--- src/rtl/xmcrc_pkg.sv ---
// xmcrc_pkg: types, character codes and the crc-16 byte update for the xmodem-1k receiver
// no dependencies; imported by xmodem_1k_crc_receiver_top
`default_nettype none
package xmcrc_pkg;

   localparam int BLOCK_BYTES = 1024;
   localparam int IDX_W       = $clog2(BLOCK_BYTES + 4);
   localparam int LEAD_W      = 4;
   localparam int BEAT_W      = 5;

   localparam logic [7:0] CH_SOH = 8'h01;
   localparam logic [7:0] CH_STX = 8'h02;
   localparam logic [7:0] CH_EOT = 8'h04;
   localparam logic [7:0] CH_ACK = 8'h06;
   localparam logic [7:0] CH_NAK = 8'h15;
   localparam logic [7:0] CH_CAN = 8'h18;
   localparam logic [7:0] CH_C   = 8'h43;
   localparam logic [7:0] CH_ESC = 8'd27;
   localparam logic [7:0] CH_CR  = 8'd13;

   localparam logic [15:0] CRC_POLY = 16'h1021;
   localparam logic [15:0] CRC_TOP  = 16'h8000;
   localparam logic [15:0] CRC_MASK = 16'hFFFF;

   localparam logic [2:0] PH_START  = 3'd0;
   localparam logic [2:0] PH_HEADER = 3'd1;
   localparam logic [2:0] PH_BLOCK  = 3'd2;
   localparam logic [2:0] PH_DRAIN  = 3'd3;
   localparam logic [2:0] PH_DONE   = 3'd4;

   localparam logic [1:0] ST_RUN   = 2'd0;
   localparam logic [1:0] ST_DONE  = 2'd1;
   localparam logic [1:0] ST_FAIL  = 2'd2;
   localparam logic [1:0] ST_BLOCK = 2'd3;

   localparam logic [LEAD_W-1:0] LEAD_ONE     = LEAD_W'(1);
   localparam logic [LEAD_W-1:0] LEAD_NAK_RUN = LEAD_W'(9);
   localparam logic [LEAD_W-1:0] LEAD_DRAIN   = LEAD_W'(10);
   localparam logic [BEAT_W-1:0] CAN_RUN      = BEAT_W'(8);

   typedef struct packed {
      logic       operation;
      logic [7:0] rx_byte;
   } req_type;

   typedef struct packed {
      logic       tx_valid;
      logic [7:0] tx_byte;
      logic [1:0] status;
      logic [7:0] block_seq;
      logic       last;
   } rsp_type;

   typedef struct packed {
      logic [7:0]        lead_byte;
      logic [LEAD_W-1:0] lead_cnt;
      logic [BEAT_W-1:0] total;
      logic [1:0]        status;
      logic [7:0]        block_seq;
   } burst_type;

   function automatic logic [15:0] crc_byte(input logic [15:0] c, input logic [7:0] b);
      logic [15:0] x;
      x = (c ^ {b, 8'h00}) & CRC_MASK;
      for (int i = 0; i < 8; i++) begin
         if ((x & CRC_TOP) != 16'h0000) begin
            x = {x[14:0], 1'b0} ^ CRC_POLY;
         end else begin
            x = {x[14:0], 1'b0};
         end
      end
      return x;
   endfunction

endpackage
`default_nettype wire

--- src/rtl/xmodem_1k_crc_receiver_top.sv ---
// xmodem-1k receiver with crc-16: protocol state, block checks and reply byte sequencer
// depends on xmcrc_pkg
//
// One input beat (a received byte or a tick) is taken per clock while the
// two-entry reply queue has room and no retry limit write is under way; the protocol state,
// block number checks and the bytewise crc-16 update are all settled in the cycle the beat
// is accepted. Each input that causes replies queues one burst of up to 18 result beats ('C',
// ACK, NAK, CAN), which leave one per cycle on the rsp side while rsp_stall is low, so
// sustained input rate is one per cycle except while two bursts wait for the result side to
// drain. Once the transfer has completed or failed, inputs are taken and ignored until reset.
`default_nettype none
module xmodem_1k_crc_receiver_top (
   input  wire                 clock,
   input  wire                 reset,
   input  wire                 req_valid,
   output logic                req_stall,
   input  xmcrc_pkg::req_type  req_data,
   output logic                rsp_valid,
   input  wire                 rsp_stall,
   output xmcrc_pkg::rsp_type  rsp_data,
   input  wire                 csr_wr_en,
   input  wire  [7:0]          csr_wr_data
);
   import xmcrc_pkg::*;

   logic [7:0]       retry_limit_ff;
   logic [2:0]       phase_ff, phase_in;
   logic [7:0]       retries_ff, retries_in;
   logic [7:0]       exp_ff, exp_in;
   logic [IDX_W-1:0] idx_ff, idx_in;
   logic [15:0]      crc_ff, crc_in;
   logic             hok_ff, hok_in;
   logic [7:0]       rhi_ff, rhi_in;

   burst_type        q_ff [2];
   logic             wr_ptr_ff, rd_ptr_ff;
   logic [1:0]       count_ff;
   logic [BEAT_W-1:0] beat_ff;

   logic             accept, push, pop, fire;
   logic             tick, hdr, attempt, fail;
   logic [7:0]       b, dec;
   logic [7:0]       lead_byte;
   logic [LEAD_W-1:0] lead_cnt;
   logic [1:0]       status;
   logic [BEAT_W-1:0] total;
   burst_type        head;
   logic             last_beat;

   assign tick   = req_data.operation;
   assign b      = req_data.rx_byte;
   assign dec    = retries_ff - 8'd1;
   assign accept = req_valid && !req_stall;

   always_comb begin
      phase_in   = phase_ff;
      retries_in = retries_ff;
      exp_in     = exp_ff;
      idx_in     = idx_ff;
      crc_in     = crc_ff;
      hok_in     = hok_ff;
      rhi_in     = rhi_ff;
      lead_byte  = CH_NAK;
      lead_cnt   = '0;
      fail       = 1'b0;
      status     = ST_RUN;
      hdr        = 1'b0;
      attempt    = 1'b0;
      case (phase_ff)
         PH_START: begin
            if (tick) begin
               lead_byte  = CH_C;
               lead_cnt   = LEAD_ONE;
               retries_in = dec;
               fail       = (dec == 8'd0);
            end else if (b == CH_ESC) begin
               fail = 1'b1;
            end else if (b == CH_CR) begin
               retries_in = dec;
               fail       = (dec == 8'd0);
            end else begin
               retries_in = retry_limit_ff;
               exp_in     = 8'd1;
               hdr        = 1'b1;
            end
         end
         PH_HEADER: begin
            if (tick) attempt = 1'b1;
            else      hdr     = 1'b1;
         end
         PH_BLOCK: begin
            if (tick) begin
               attempt = 1'b1;
            end else begin
               idx_in = idx_ff + IDX_W'(1);
               if (idx_ff == IDX_W'(0)) begin
                  hok_in = (b == exp_ff);
               end else if (idx_ff == IDX_W'(1)) begin
                  hok_in = hok_ff && (~b == exp_ff);
               end else if (idx_ff < IDX_W'(BLOCK_BYTES + 2)) begin
                  crc_in = crc_byte(crc_ff, b);
               end else if (idx_ff == IDX_W'(BLOCK_BYTES + 2)) begin
                  rhi_in = b;
               end else begin
                  idx_in = idx_ff;
                  if (hok_ff && ({rhi_ff, b} == crc_ff)) begin
                     lead_byte  = CH_ACK;
                     lead_cnt   = LEAD_ONE;
                     exp_in     = exp_ff + 8'd1;
                     retries_in = retry_limit_ff;
                     status     = ST_BLOCK;
                     phase_in   = PH_HEADER;
                  end else begin
                     lead_cnt = LEAD_NAK_RUN;
                     fail     = 1'b1;
                  end
               end
            end
         end
         PH_DRAIN: begin
            if (tick) begin
               lead_cnt   = LEAD_ONE;
               retries_in = dec;
               if (dec == 8'd0) begin
                  lead_cnt = LEAD_DRAIN;
                  fail     = 1'b1;
               end else begin
                  phase_in = PH_HEADER;
               end
            end
         end
         default: begin
         end
      endcase

      if (attempt) begin
         retries_in = dec;
         if (dec == 8'd0) fail     = 1'b1;
         else             phase_in = PH_HEADER;
      end

      if (hdr) begin
         case (b)
            CH_SOH: begin
               lead_cnt = LEAD_NAK_RUN;
               fail     = 1'b1;
            end
            CH_STX: begin
               phase_in = PH_BLOCK;
               idx_in   = '0;
               crc_in   = '0;
               hok_in   = 1'b0;
               rhi_in   = '0;
            end
            CH_CAN: begin
               lead_byte = CH_ACK;
               lead_cnt  = LEAD_ONE;
               fail      = 1'b1;
            end
            CH_EOT: begin
               lead_byte = CH_ACK;
               lead_cnt  = LEAD_ONE;
               status    = ST_DONE;
               phase_in  = PH_DONE;
            end
            default: begin
               phase_in = PH_DRAIN;
            end
         endcase
      end

      if (fail) begin
         status   = ST_FAIL;
         phase_in = PH_DONE;
      end

      total = BEAT_W'(lead_cnt) + (fail ? CAN_RUN : BEAT_W'(0));
   end

   // reply queue and beat sequencer
   assign head      = q_ff[rd_ptr_ff];
   assign rsp_valid = (count_ff != 2'd0);
   assign last_beat = (beat_ff == head.total - BEAT_W'(1));
   assign fire      = rsp_valid && !rsp_stall;
   assign pop       = fire && last_beat;
   assign push      = accept && (total != BEAT_W'(0));
   assign req_stall = (count_ff == 2'd2) || csr_wr_en;

   always_comb begin
      rsp_data.tx_valid  = 1'b1;
      rsp_data.tx_byte   = (beat_ff < BEAT_W'(head.lead_cnt)) ? head.lead_byte : CH_CAN;
      rsp_data.status    = head.status;
      rsp_data.block_seq = head.block_seq;
      rsp_data.last      = last_beat;
   end

   always_ff @(posedge clock) begin
      if (reset) begin
         retry_limit_ff <= 8'd10;
         phase_ff       <= PH_START;
         retries_ff     <= 8'd10;
         exp_ff         <= 8'd1;
         idx_ff         <= '0;
         crc_ff         <= '0;
         hok_ff         <= 1'b0;
         rhi_ff         <= '0;
      end else if (csr_wr_en) begin
         retry_limit_ff <= csr_wr_data;
         if (phase_ff == PH_START) retries_ff <= csr_wr_data;
      end else if (accept) begin
         phase_ff   <= phase_in;
         retries_ff <= retries_in;
         exp_ff     <= exp_in;
         idx_ff     <= idx_in;
         crc_ff     <= crc_in;
         hok_ff     <= hok_in;
         rhi_ff     <= rhi_in;
      end
   end

   always_ff @(posedge clock) begin
      if (push) begin
         q_ff[wr_ptr_ff] <= '{lead_byte: lead_byte, lead_cnt: lead_cnt, total: total,
                              status: status, block_seq: exp_in};
      end
   end

   always_ff @(posedge clock) begin
      if (reset) begin
         wr_ptr_ff <= 1'b0;
         rd_ptr_ff <= 1'b0;
         count_ff  <= 2'd0;
         beat_ff   <= '0;
      end else begin
         if (push) wr_ptr_ff <= !wr_ptr_ff;
         if (pop)  rd_ptr_ff <= !rd_ptr_ff;
         count_ff <= count_ff + 2'(push) - 2'(pop);
         if (fire) beat_ff <= last_beat ? BEAT_W'(0) : beat_ff + BEAT_W'(1);
      end
   end

   // checks
   a_queue_bound: assert property (@(posedge clock) disable iff (reset)
      count_ff != 2'd3) else $error("reply queue overflow");

   a_beat_in_burst: assert property (@(posedge clock) disable iff (reset)
      rsp_valid |-> beat_ff < head.total) else $error("beat counter past burst end");

   a_done_silent: assert property (@(posedge clock) disable iff (reset)
      (accept && phase_ff == PH_DONE) |-> !push) else $error("reply after transfer end");

   a_done_sticks: assert property (@(posedge clock) disable iff (reset)
      (phase_ff == PH_DONE && !$past(reset)) |=> phase_ff == PH_DONE)
      else $error("left done phase without reset");

endmodule
`default_nettype wire

--- config.mk ---
export PLATFORM = sky130hd
export DESIGN_NAME = xmodem_1k_crc_receiver_top
export DESIGN_NICKNAME = d
export VERILOG_FILES = /design/src/rtl/xmcrc_pkg.sv /design/src/rtl/xmodem_1k_crc_receiver_top.sv
export SDC_FILE = /design/constraint.sdc
export NUM_CORES = 1
export LEC_CHECK = 0
export ABC_AREA = 1
export BUFFER_PORTS_ARGS = -buffer_cell sky130_fd_sc_hd__buf_2
export CORE_MARGIN = 2
export CORE_UTILIZATION = 55
export CTS_CLUSTER_DIAMETER = 60
export DETAILED_ROUTE_END_ITERATION = 10
export PLACE_DENSITY_LB_ADDON = 0.1
export SYNTH_ARGS = -nofsm -noshare
export SYNTH_HDL_FRONTEND = slang
export SYNTH_SLANG_ARGS = --single-unit
export TNS_END_PERCENT = 10
--- constraint.sdc ---
create_clock -name clock -period 8 [get_ports clock]
set_input_delay 0.4 -clock clock [delete_from_list [all_inputs] [get_ports clock]]
set_output_delay 0.4 -clock clock [all_outputs]
set_load 0.02 [all_outputs]
==> flow_results.xml <==
<?xml version="1.0" encoding="UTF-8"?>
<metrics>
  <group name="timing">
    <metric name="setup_violations" unit="">0</metric>
    <metric name="max_freq" unit="MHz">309</metric>
    <metric name="tightestPinTransition" unit="ps">1050</metric>
    <metric name="grt_setup_unrepaired" unit="">no</metric>
    <metric name="setup_tns" unit="ps">0</metric>
    <metric name="final_critical_path_setup_slack" unit="ps">4760</metric>
    <metric name="hold_viol" unit="">0</metric>
    <metric name="final_period_minus_worst_setup_slack" unit="ps">3240</metric>
    <metric name="drv_slew" unit="">0</metric>
    <metric name="final_min_period_over_clock_period" unit="%">40.5</metric>
    <metric name="finalClockSkew" unit="ps">10.0</metric>
    <metric name="hold-worst-slack" unit="ps">216</metric>
    <metric name="timing.slew.headroom" unit="%">29.3</metric>
  </group>
  <group name="layout">
    <metric name="num-fill-cells" unit="">1172</metric>
    <metric name="final_instance_count_excl_fillers" unit="">1172</metric>
    <metric name="fin_util" unit="%">61.4</metric>
    <metric name="sequential_cell_area" unit="mm²">0.00266</metric>
    <metric name="multi_input_gate_area" unit="mm²">0.00357</metric>
    <metric name="syn2layout_area_growth" unit="%">10.4</metric>
    <metric name="num-nets-final" unit="">1026</metric>
    <metric name="insertedDiodeCount" unit="">0</metric>
    <metric name="drive_gt1_share" unit="%">13.2</metric>
  </group>
  <group name="global_routing">
    <metric name="gr-total-overflow" unit="">0</metric>
    <metric name="antenna_found_initial" unit="">0</metric>
    <metric name="grt_first_pass_wirelength" unit="mm">25.4</metric>
    <metric name="vias_in_the_first_global_route" unit="">5176</metric>
    <metric name="grt_overall_usage" unit="%">24.0</metric>
    <metric name="grt_max_degree" unit="">49</metric>
  </group>
  <group name="clocking">
    <metric name="cts_hold_buffers" unit="">0</metric>
    <metric name="cts_tree" unit="">yes</metric>
    <metric name="htree_num_levels" unit="">4</metric>
    <metric name="cts_resized" unit="">0</metric>
    <metric name="clk_latency" unit="ps">420</metric>
    <metric name="clock_sinks" unit="">113</metric>
    <metric name="clockRootBuffer" unit="">clkbuf_16</metric>
    <metric name="clock_tree.buffer_depth" unit="">2</metric>
    <metric name="cts.reportedPaths.clkPinSlew" unit="ps">60</metric>
    <metric name="cts_made_buffers" unit="">17</metric>
    <metric name="post_cts_buffers" unit="">0</metric>
  </group>
  <group name="floorplanning">
    <metric name="die_width" unit="µm">117</metric>
    <metric name="die-area" unit="mm²">0.0136</metric>
    <metric name="rows" unit="">41</metric>
    <metric name="start_util" unit="%">55.7</metric>
    <metric name="pin_count" unit="">44</metric>
    <metric name="core_region_area" unit="mm²">0.0125</metric>
    <metric name="die_height" unit="µm">117</metric>
  </group>
  <group name="setup_path">
    <metric name="regToRegEndpoint" unit="">count_ff[1]</metric>
    <metric name="worstSetupStartpointType" unit="">flop</metric>
    <metric name="critical_path.reg2reg.startpoint" unit="">retries_ff[0]</metric>
    <metric name="critical_path.max_stage_delay" unit="ps">320</metric>
    <metric name="worstPathMaxFanout" unit="">5</metric>
    <metric name="crit_family" unit="">simple AND/OR/NAND/NOR gates</metric>
    <metric name="critPathCaptureType" unit="">flop</metric>
    <metric name="critical_path.cell_chain" unit="">inv_1, ha_1, nand3_1, o21ai_1, nand2_1, nor2_1, nand3_1, nand2_1, nor2_2, nand2_2, inv_1, ha_1, nand2_1, nand3b_1, nand2_1, ha_1, inv_1, ha_1, xor2_1, o21ai_0, a21oi_1</metric>
    <metric name="worst_ep_required_time" unit="ps">8350</metric>
    <metric name="worstRegToRegCells" unit="">21</metric>
    <metric name="critPathKind" unit="">flop to flop</metric>
    <metric name="cp.buffers_inverters" unit="">3</metric>
    <metric name="crit_arrival" unit="ps">3590</metric>
    <metric name="setup.reg_to_reg.worst_slack" unit="ps">4760</metric>
    <metric name="worst_path_max_delay_cell" unit="">dfxtp_1</metric>
  </group>
  <group name="route">
    <metric name="drt_pass1_iterations" unit="">5</metric>
    <metric name="drt-initial-drc-count" unit="">374</metric>
    <metric name="route.vias.total" unit="">5979</metric>
    <metric name="met3_length" unit="µm">543</metric>
    <metric name="wl_met1" unit="mm">7.59</metric>
    <metric name="maxUsedRoutingLayer" unit="">met4</metric>
    <metric name="post-route-drc-count" unit="">0</metric>
    <metric name="antenna_violation_net_count_after_detailed_routing" unit="">0</metric>
    <metric name="via_density" unit="">5.10</metric>
    <metric name="wire_length_after_detailed_routing" unit="mm">15.5</metric>
    <metric name="routed_wl_met2" unit="mm">7.17</metric>
    <metric name="wl_per_cell" unit="µm">13.3</metric>
  </group>
  <group name="yosys">
    <metric name="area_fraction_of_the_dominant_cell_type_after_synthesis" unit="%">21.0</metric>
    <metric name="synth_cells" unit="">962</metric>
    <metric name="synth-edff-count" unit="">40</metric>
    <metric name="synthTopCellsByCount" unit="">279 x nand2_1, 115 x inv_1, 73 x dfxtp_1, 64 x a21oi_1, 64 x nor2_1</metric>
    <metric name="synth_seq_cells" unit="">113</metric>
    <metric name="async_flop_share" unit="%">0</metric>
    <metric name="yosysTopAreaCell" unit="">dfxtp_1</metric>
    <metric name="ys.flop_type" unit="">dfxtp_1</metric>
    <metric name="synth.cell_area" unit="mm²">0.00697</metric>
    <metric name="synth.yosys.seq_area_share" unit="%">38.2</metric>
    <metric name="synth.area.top_cells" unit="">dfxtp_1 21%, edfxtp_1 17%, nand2_1 15%</metric>
    <metric name="postSynthAreaPerCell" unit="µm²">7.24</metric>
    <metric name="synth_cell_types" unit="">49</metric>
    <metric name="yosys.cell_count.top_type" unit="">nand2_1</metric>
    <metric name="ys.warnings.count" unit="">0</metric>
  </group>
  <group name="worst_hold_path">
    <metric name="min_path_cells" unit="">3</metric>
    <metric name="hp-start" unit="">csr_wr_data[1]</metric>
    <metric name="worstHoldPathType" unit="">input port to flop</metric>
    <metric name="hold_path_end" unit="">retry_limit_ff[1]</metric>
  </group>
  <group name="place">
    <metric name="portBuffers" unit="">40</metric>
    <metric name="detailedPlace.worstSlack" unit="ps">4570</metric>
    <metric name="hpwl" unit="mm">10.9</metric>
    <metric name="post-place-cells" unit="">1140</metric>
    <metric name="gpl.final_weighted_congestion" unit="">0.872</metric>
  </group>
  <group name="power">
    <metric name="powerDensity" unit="mW/mm²">189</metric>
    <metric name="peakVddDrop" unit="V">0.000123</metric>
    <metric name="cellLeakagePower" unit="µW">0.00346</metric>
  </group>
  <group name="outcome">
    <metric name="run_status" unit="">finished, final reports clean</metric>
  </group>
  <group name="job">
    <metric name="max-cap-violations" unit="">0</metric>
  </group>
</metrics>
area by class of cell:
class	instances	area share, %
inverter	133	6.56
clock inverter	12	0.895
multi-input combinational	679	46.4
clock buffer	20	5.81
timing repair buffer	43	2.90
tap	172	2.80
sequential	113	34.6
layout by cell type (no fill, tap or decap), types with 3 or more instances in the layout:
master	synthesis	layout
inv_2	17	17
ha_1	17	17
clkinv_2	0	3
a22oi_1	9	9
clkbuf_16	0	17
nand4_1	15	15
buf_4	12	3
nor3_1	12	12
dfxtp_1	73	73
nor2_1	64	64
o211ai_1	19	19
o21ai_0	35	35
nor4_1	5	5
a21oi_2	5	5
xnor2_1	22	22
conb_1	2	3
nand3_1	49	49
clkinvlp_4	0	4
nand2_4	4	4
o21ai_1	8	8
mux2i_1	3	3
nor2_4	6	6
buf_2	5	40
nand2_1	279	279
a21oi_1	64	64
clkinv_1	0	4
inv_1	115	115
nor2_2	9	9
edfxtp_1	40	40
nand2_2	9	9
xor2_1	19	19
nand3_2	3	3
power breakdown:
| part | switching [µW] | leakage (µW) | internal (µW) |
|---|---|---|---|
| registers | 14.0 | 0.000950 | 613 |
| clock network | 259 | 0.000242 | 396 |
| logic | 116 | 0.00227 | 54.6 |
layer usage:
metal,up-vias,GRT usage [%]
li1,3172,-
met4,0,8.16
met5,-,0
met3,22,5.55
met1,2688,32.0
met2,97,38.7
worst reg2reg max path: stages (launching register included):
cell	delay (ps)
dfxtp_1	320
inv_1	140
ha_1	210
nand3_1	130
o21ai_1	190
nand2_1	70
nor2_1	200
nand3_1	170
nand2_1	130
nor2_2	40
nand2_2	90
inv_1	60
ha_1	170
nand2_1	50
nand3b_1	140
nand2_1	100
ha_1	320
inv_1	60
ha_1	150
xor2_1	180
o21ai_0	100
a21oi_1	140
stage by stage:
stage	instance area [µm²]	power, µW
after detailed placement	7170	809
after global placement	7170	809
after floorplan	6970	773
after CTS	7690	1460
after global routing	7690	1520
final	7690	1450
worst max-delay path by stage:
| stage | cells after the start | endpoint | from | slack, ps |
|---|---|---|---|---|
| floorplan | 16 | q_ff[0][0] | retries_ff[0] | 4850 |
| CTS | 16 | count_ff[1] | flop | 4740 |
| global route | 21 | count_ff[1] | retries_ff[0] | 4310 |
| detailed placement | 8 | rhi_ff[7] | csr_wr_en | 4570 |
| global placement | 8 | crc_ff[8] | csr_wr_en | 4690 |
| finish | 21 | count_ff[1] | retries_ff[0] | 4760 |
cell families after synthesis:
logic type / count (synthesis) / share of synthesized area [%]
AND/OR/NAND/NOR: 464 / 29.5
buffers and inverters: 171 / 10.6
AO/OA/AOI/OAI: 151 / 12.9
flip-flops: 113 / 38.2
XOR/XNOR: 41 / 5.15
adder cells (fa/ha/maj): 17 / 3.05
multiplexers: 3 / 0.431
other: 2 / 0.108
flip-flops by register name (all words and copies together) (netlist names), 3 cells and up, named ones only:
name and count:
rhi_ff 8, exp_ff 8, beat_ff 5, idx_ff 11, retry_limit_ff 8, q_ff 40
crc_ff 16, phase_ff 3, retries_ff 8
No activity file was read; power rests on OpenSTA's default activity.
